$ cat config.mk
export PLATFORM = sky130hd
export DESIGN_NAME = linear_step_interpolator
export DESIGN_NICKNAME = d
export VERILOG_FILES = /design/src/rtl/lsi_pkg.sv /design/src/rtl/linear_step_interpolator.sv
export SDC_FILE = /design/constraint.sdc
export NUM_CORES = 2
export LEC_CHECK = 0
export BUFFER_PORTS_ARGS = -buffer_cell sky130_fd_sc_hd__clkbuf_2
export CELL_PAD_IN_SITES_DETAIL_PLACEMENT = 0
export CELL_PAD_IN_SITES_GLOBAL_PLACEMENT = 2
export CORE_AREA = 3 3 262 264
export DETAILED_ROUTE_END_ITERATION = 8
export DIE_AREA = 0 0 265 267
export PLACE_DENSITY = 0.95
export SLEW_MARGIN = 20
export SYNTH_ARGS = -nofsm -noshare
export SYNTH_HDL_FRONTEND = slang
export SYNTH_SLANG_ARGS = --single-unit
export TNS_END_PERCENT = 20
$ cat constraint.sdc
create_clock -name clk_i -period 16.85 [get_ports clk_i]
set_input_delay 0.8425 -clock clk_i [delete_from_list [all_inputs] [get_ports clk_i]]
set_output_delay 0.8425 -clock clk_i [all_outputs]
set_load 0.02 [all_outputs]
$ cat src/rtl/lsi_pkg.sv
// shared constants, types and helpers for the linear step interpolator
`timescale 1ns / 1ps

package lsi_pkg;

  // coordinate handling
  localparam int COORD_WIDTH = 24;            // coordinate bits taken from each field (at most FieldW)
  localparam int FieldW      = 24;            // width of each coordinate field on the bus
  localparam int ExtW        = 32;            // widest coordinate the extender handles
  localparam int DeltaW      = COORD_WIDTH + 1;

  // scaling and step arithmetic
  localparam int SpmW   = 10;
  localparam int MagW   = COORD_WIDTH;
  localparam int ProdW  = MagW + SpmW;
  localparam int SpanW  = ProdW - 8;
  localparam int StepsW = SpanW + 1;
  localparam int DevW   = SpanW + 1;

  localparam logic [SpmW-1:0] SpmReset = SpmW'(80);

  // bus widths
  localparam int InDataW  = 4 * FieldW;
  localparam int OutDataW = 8;

  // configuration port
  localparam int CfgIdxW  = 4;
  localparam int CfgDataW = SpmW;
  localparam logic [CfgIdxW-1:0] CfgXSpm = CfgIdxW'(0);
  localparam logic [CfgIdxW-1:0] CfgYSpm = CfgIdxW'(1);

  // output codes
  localparam logic AxisX = 1'b0;
  localparam logic AxisY = 1'b1;

  typedef enum logic {
    OP_LOAD = 1'b0,
    OP_TICK = 1'b1
  } op_e;

  // sign-extend the low COORD_WIDTH bits of a field to the delta width
  function automatic logic signed [DeltaW-1:0] coord_ext(input logic [FieldW-1:0] f);
    logic [ExtW-1:0]        z;
    logic [COORD_WIDTH-1:0] c;
    z = ExtW'(f);
    c = z[COORD_WIDTH-1:0];
    return {c[COORD_WIDTH-1], c};
  endfunction

endpackage

$ cat src/rtl/linear_step_interpolator.sv
// two-axis point-by-point linear step interpolator, top level
// a tick accepted on the slave side is held in the input stage register, then its step in the result register
// throughput: one word per cycle unless the master side stalls; one deviation add/subtract per tick
// the endpoint multiply sits in the state stage, the axis deltas in the input stage
// reset: rst_ni async low, clears the move state and sets both steps-per-mm to 80
// no clearing pass after reset, the block takes words at once
`timescale 1ns / 1ps

module linear_step_interpolator
  import lsi_pkg::*;
(
  input  logic                clk_i,
  input  logic                rst_ni,
  // slave side
  input  logic                s_axis_tvalid_i,
  output logic                s_axis_tready_o,
  input  logic [InDataW-1:0]  s_axis_tdata_i,   // start_x, start_y, end_x, end_y
  input  logic                s_axis_tuser_i,   // operation
  // master side
  output logic                m_axis_tvalid_o,
  input  logic                m_axis_tready_i,
  output logic [OutDataW-1:0] m_axis_tdata_o,   // step_axis, step_dir, zero fill
  output logic                m_axis_tlast_o,   // last
  // configuration writes
  input  logic                cfg_valid_i,
  output logic                cfg_ready_o,
  input  logic [CfgIdxW-1:0]  cfg_index_i,
  input  logic [CfgDataW-1:0] cfg_data_i
);

  // ---------------------------------------------------------------------------
  // configuration registers
  // ---------------------------------------------------------------------------
  logic [SpmW-1:0] spm_x_q, spm_y_q;

  assign cfg_ready_o = 1'b1;

  always_ff @(posedge clk_i or negedge rst_ni) begin
    if (!rst_ni) begin
      spm_x_q <= SpmReset;
      spm_y_q <= SpmReset;
    end else if (cfg_valid_i && cfg_ready_o) begin
      unique case (cfg_index_i)
        CfgXSpm: spm_x_q <= cfg_data_i;
        CfgYSpm: spm_y_q <= cfg_data_i;
        default: ;  // unknown register, write dropped
      endcase
    end
  end

  // ---------------------------------------------------------------------------
  // input stage: axis deltas reduced to sign and magnitude
  // ---------------------------------------------------------------------------
  logic [FieldW-1:0]        in_sx, in_sy, in_ex, in_ey;
  logic signed [DeltaW-1:0] dx, dy, dx_neg, dy_neg;
  logic [MagW-1:0]          mag_x, mag_y;

  assign in_sx = s_axis_tdata_i[FieldW-1:0];
  assign in_sy = s_axis_tdata_i[2*FieldW-1:FieldW];
  assign in_ex = s_axis_tdata_i[3*FieldW-1:2*FieldW];
  assign in_ey = s_axis_tdata_i[4*FieldW-1:3*FieldW];

  assign dx     = coord_ext(in_ex) - coord_ext(in_sx);
  assign dy     = coord_ext(in_ey) - coord_ext(in_sy);
  assign dx_neg = -dx;
  assign dy_neg = -dy;
  // magnitude never needs the sign bit: |delta| stays below 2^COORD_WIDTH
  assign mag_x  = dx[DeltaW-1] ? dx_neg[MagW-1:0] : dx[MagW-1:0];
  assign mag_y  = dy[DeltaW-1] ? dy_neg[MagW-1:0] : dy[MagW-1:0];

  logic            s1_v_q;
  op_e             s1_op_q;
  logic [MagW-1:0] s1_mag_x_q, s1_mag_y_q;
  logic            s1_neg_x_q, s1_neg_y_q;

  // ---------------------------------------------------------------------------
  // state stage
  // ---------------------------------------------------------------------------
  logic [SpanW-1:0]       span_x_q, span_y_q, span_x_d, span_y_d;
  logic [StepsW-1:0]      steps_left_q, steps_left_d;
  logic signed [DevW-1:0] dev_q, dev_d;
  logic                   dir_x_q, dir_y_q, dir_x_d, dir_y_d;
  logic                   pend_q, pend_d;   // step total of a fresh load not yet summed

  logic [ProdW-1:0]  prod_x, prod_y;
  logic [SpanW-1:0]  scaled_x, scaled_y;
  logic [StepsW-1:0] cur_left;
  logic              out_ready, is_tick, emit, s1_adv, in_acc;
  logic              step_axis, step_dir;

  assign prod_x   = ProdW'(s1_mag_x_q) * ProdW'(spm_x_q);
  assign prod_y   = ProdW'(s1_mag_y_q) * ProdW'(spm_y_q);
  assign scaled_x = prod_x[ProdW-1:8];   // truncation toward zero on the magnitude
  assign scaled_y = prod_y[ProdW-1:8];

  // while pend_q is set the spans are summed here, so a tick right after a load needs no stored total
  assign cur_left = pend_q ? (StepsW'(span_x_q) + StepsW'(span_y_q)) : steps_left_q;

  assign out_ready = !m_axis_tvalid_o || m_axis_tready_i;
  assign is_tick   = s1_v_q && (s1_op_q == OP_TICK);
  assign emit      = is_tick && (cur_left != '0);
  assign s1_adv    = s1_v_q && (!emit || out_ready);

  assign s_axis_tready_o = !s1_v_q || s1_adv;
  assign in_acc          = s_axis_tvalid_i && s_axis_tready_o;

  // zero deviation steps X, so an axis-aligned move still opens with one X step
  assign step_axis = (dev_q >= 0) ? AxisX : AxisY;
  assign step_dir  = (dev_q >= 0) ? dir_x_q : dir_y_q;

  always_comb begin
    span_x_d     = span_x_q;
    span_y_d     = span_y_q;
    dir_x_d      = dir_x_q;
    dir_y_d      = dir_y_q;
    steps_left_d = steps_left_q;
    dev_d        = dev_q;
    pend_d       = pend_q;
    if (s1_adv && (s1_op_q == OP_LOAD)) begin
      // a load drops whatever is left of the running move
      span_x_d = scaled_x;
      span_y_d = scaled_y;
      dir_x_d  = !s1_neg_x_q && (scaled_x != '0);
      dir_y_d  = !s1_neg_y_q && (scaled_y != '0);
      dev_d    = '0;
      pend_d   = 1'b1;
    end else begin
      if (pend_q) begin
        steps_left_d = cur_left;
        pend_d       = 1'b0;
      end
      if (s1_adv && emit) begin
        steps_left_d = cur_left - StepsW'(1);
        if (dev_q >= 0) begin
          dev_d = dev_q - DevW'(span_y_q);
        end else begin
          dev_d = dev_q + DevW'(span_x_q);
        end
      end
    end
  end

  always_ff @(posedge clk_i or negedge rst_ni) begin
    if (!rst_ni) begin
      span_x_q     <= '0;
      span_y_q     <= '0;
      dir_x_q      <= 1'b0;
      dir_y_q      <= 1'b0;
      steps_left_q <= '0;
      dev_q        <= '0;
      pend_q       <= 1'b0;
    end else begin
      span_x_q     <= span_x_d;
      span_y_q     <= span_y_d;
      dir_x_q      <= dir_x_d;
      dir_y_q      <= dir_y_d;
      steps_left_q <= steps_left_d;
      dev_q        <= dev_d;
      pend_q       <= pend_d;
    end
  end

  // input stage valid
  always_ff @(posedge clk_i or negedge rst_ni) begin
    if (!rst_ni) begin
      s1_v_q <= 1'b0;
    end else if (in_acc) begin
      s1_v_q <= 1'b1;
    end else if (s1_adv) begin
      s1_v_q <= 1'b0;
    end
  end

  // input stage payload
  always_ff @(posedge clk_i) begin
    if (in_acc) begin
      s1_op_q    <= op_e'(s_axis_tuser_i);
      s1_mag_x_q <= mag_x;
      s1_mag_y_q <= mag_y;
      s1_neg_x_q <= dx[DeltaW-1];
      s1_neg_y_q <= dy[DeltaW-1];
    end
  end

  // ---------------------------------------------------------------------------
  // result register
  // ---------------------------------------------------------------------------
  logic out_v_q, out_axis_q, out_dir_q, out_last_q;

  always_ff @(posedge clk_i or negedge rst_ni) begin
    if (!rst_ni) begin
      out_v_q <= 1'b0;
    end else if (s1_adv && emit) begin
      out_v_q <= 1'b1;
    end else if (m_axis_tready_i) begin
      out_v_q <= 1'b0;
    end
  end

  always_ff @(posedge clk_i) begin
    if (s1_adv && emit) begin
      out_axis_q <= step_axis;
      out_dir_q  <= step_dir;
      out_last_q <= (cur_left == StepsW'(1));
    end
  end

  assign m_axis_tvalid_o = out_v_q;
  assign m_axis_tdata_o  = {{(OutDataW-2){1'b0}}, out_dir_q, out_axis_q};
  assign m_axis_tlast_o  = out_last_q;

endmodule

==> results_dict.tcl <==
set metrics [dict create \
    die_y_um 267 \
    final-hold-violation-count 0 \
    io_pins 128 \
    synth.largest_area_cell "fa_1" \
    met3_usage_pct 3.36 \
    fp.dieW_um 265 \
    cts.sink_count 185 \
    met1_usage_pct 29.7 \
    grt_use_met2_pct 34.9 \
    numCtsBuffers 17 \
    cts_tree "yes" \
    cts-root-buf "clkbuf_16" \
    grt_pass1_vias 23100 \
    cts_setup_buffers 0 \
    synth-seq-cells 185 \
    area_growth_pct 6.21 \
    avgViaCountPerCell 5.34 \
    setup_violations 0 \
    nFillCells 6649 \
    end_kind "flip-flop" \
    ys_top_cells_by_area "fa_1 (24%), dfrtp_1 (11%), ha_1 (10%)" \
    antenna_found_initial 1 \
    yosys_most_used_dff "dfrtp_1" \
    ys.warnings.count 0 \
    dr.pass1.iters 7 \
    initialDrtViolationCount 1214 \
    path_class "reg -> reg" \
    grt_overflow 0 \
    dp_hpwl_um 57700 \
    wirelength_um 72900 \
    initial_core_util_pct 43.7 \
    synth_top_area_share_pct 24.0 \
    coreArea_mm2 0.0668 \
    synth_cell_types 91 \
    period_needed_ns 7.20 \
    drc_errors 0 \
    syn-cell-area_mm2 0.0292 \
    clk_pin_slew_ns 0.07 \
    required_ns 17.21 \
    ctsHtreeMaxLevel 4 \
    vias 22700 \
    rsz0062_at_grt "false" \
    skew_ns 0.0165 \
    antenna_cells 0 \
    fin_util_pct 46.4 \
    status "finished clean" \
    maxSlewViolCount 0 \
    arrival_ns 7.57 \
    clockBufferDepth 2 \
    syn_area_per_cell_um2 8.68 \
    synth-edff-count 54 \
    busiest_layer "met2" \
    insertion_delay_ns 0.50 \
    slew-limit-headroom_pct 23.9 \
    die_area_mm2 0.0708 \
    layout-drive-gt1-share_pct 6.80 \
    grtUsageTotal_pct 21.2 \
    io_buffers 120 \
    num_rows 95 \
    wl_per_cell_um 17.1 \
    synthCells 3358 \
    ant_nets 0 \
    grt_max_degree 91 \
    cts_hold_buffers 0 \
    final_cell_mix "nand2_1 (436), inv_1 (436), fa_1 (350), and2_1 (261), ha_1 (240)" \
    async_reset_ff_share_pct 70.8 \
    grt_pass1_wl_um 121000 \
    worstMarginPinSlew_ns 1.13 \
    timing.fmax_ghz 0.139 \
    cap_violations 0 \
    hold_path.class "in -> async" \
    cts-resized-gates 0 \
    tns_ns 0 \
    cp_max_fo 25 \
    gp_congestion 0.846 \
    nets 4074 \
    start_kind "flip-flop" \
    period_share_pct 42.7 \
    seq_area_frac_synth_pct 16.8 \
]
flip-flops by register name, indices dropped and copies added (netlist names):
name / count
spm_y_q: 10
s1_mag_x_q: 24
spm_x_q: 10
span_x_q: 26
out_axis_q: 1
m_axis_tlast_o: 1
s1_op_q: 1
dir_y_q: 1
span_y_q: 26
s1_neg_x_q: 1
dir_x_q: 1
out_dir_q: 1
dev_q: 27
s1_mag_y_q: 24
s1_neg_y_q: 1
steps_left_q: 27
pend_q: 1
m_axis_tvalid_o: 1
s1_v_q: 1
worst paths after layout:
| path | from | end | slack (ns) | cells past startpoint |
|---|---|---|---|---|
| max in group asynchronous | rst_ni | span_x_q[1]$_DFFE_PN0P_ | 15.29 | 2 |
| setup reg to reg | spm_y_q[1]$_DFFE_PN0P_ | dir_y_q$_DFFE_PN0P_ | 9.65 | 22 |
| hold reg to reg | dev_q[20]$_DFFE_PN0P_ | dev_q[20]$_DFFE_PN0P_ | 0.51 | 2 |
| setup / recovery | spm_y_q[1]$_DFFE_PN0P_ | dir_y_q$_DFFE_PN0P_ | 9.65 | 22 |
| min in group clk_i | dev_q[20]$_DFFE_PN0P_ | dev_q[20]$_DFFE_PN0P_ | 0.51 | 2 |
| hold / removal | rst_ni | dev_q[8]$_DFFE_PN0P_ | 0.42 | 1 |
worst max-delay path, stage by stage, from the launching register on:
cell and delay [ns]:
dfrtp_1 0.95, nand2_1 0.18, fa_1 0.58, inv_1 0.05, fa_1 0.50, inv_1 0.06, fa_1 0.52, inv_1 0.05
fa_1 0.49, fa_1 0.41, ha_1 0.35, nand4_1 0.12, o21ai_0 0.31, o31ai_1 0.16, a2111oi_0 0.76, o31a_1 0.31
o21ai_0 0.15, a21boi_0 0.26, o21a_1 0.18, o21ai_0 0.09, nand4b_1 0.19, nor4b_1 0.30, a21oi_1 0.10
area by class of cell:
| cell class | count | area [um^2] | area share (%) |
|---|---|---|---|
| tap | 873 | 1090 | 3.53 |
| sequential | 185 | 4900 | 15.8 |
| clock inverter | 14 | 124 | 0.400 |
| inverter | 438 | 1650 | 5.32 |
| clock buffer | 18 | 450 | 1.45 |
| multi-input combinational | 2589 | 22000 | 71.1 |
| timing repair buffer | 137 | 734 | 2.37 |
cells by family (layout without fill, tap and decap cells):
group,Yosys count,count (layout),synth area share (%)
simple gates,1152,1152,19.7
fa+ha+maj,590,590,34.3
buf+inv,589,607,7.82
compound gates,572,572,12.9
xor+xnor,202,202,6.07
flops,185,185,16.8
mux,66,66,2.39
other cells,2,7,0.0258
through the flow:
step | setup slack [ns] | hold WS [ns] | instances | instance area (um^2)
2_1_floorplan | 10.46 | 0.400 | 3363 | 29200
3_3_place_gp | 9.75 | 0.483 | 4222 | 30400
3_5_place_dp | 9.67 | 0.496 | 4222 | 30400
4_1_cts | 9.65 | 0.434 | 4254 | 31000
5_1_grt | 9.05 | 0.472 | 4254 | 31000
6_report | 9.65 | 0.419 | 4254 | 31000
cell usage after synthesis (14+ instances only):
cell type,instances
a211oi_1,18
a21o_1,54
a21oi_1,120
a31oi_1,20
and2_1,262
and3_1,15
clkbuf_1,126
dfrtp_1,127
edfxtp_1,54
fa_1,350
ha_1,240
inv_1,436
mux2_2,29
mux2i_1,37
nand2_1,436
nand2b_1,24
nand3_1,78
nand4_1,19
nor2_1,134
nor2b_1,21
nor3_1,65
nor4_1,20
o211ai_1,14
o21a_1,31
o21ai_0,161
o21bai_1,16
o31ai_1,27
or3_1,24
xnor2_1,126
xor2_1,76
routing by layer:
layer	share of wire, %	vias up
met5	0	-
met3	4.9	48
li1	-	11100
met1	48	11100
met2	46	499
met4	1.3	0
Power is left out: the tool's default activity adds up to more than one toggle a clock period on the data nets, which glitch-free logic cannot reach.
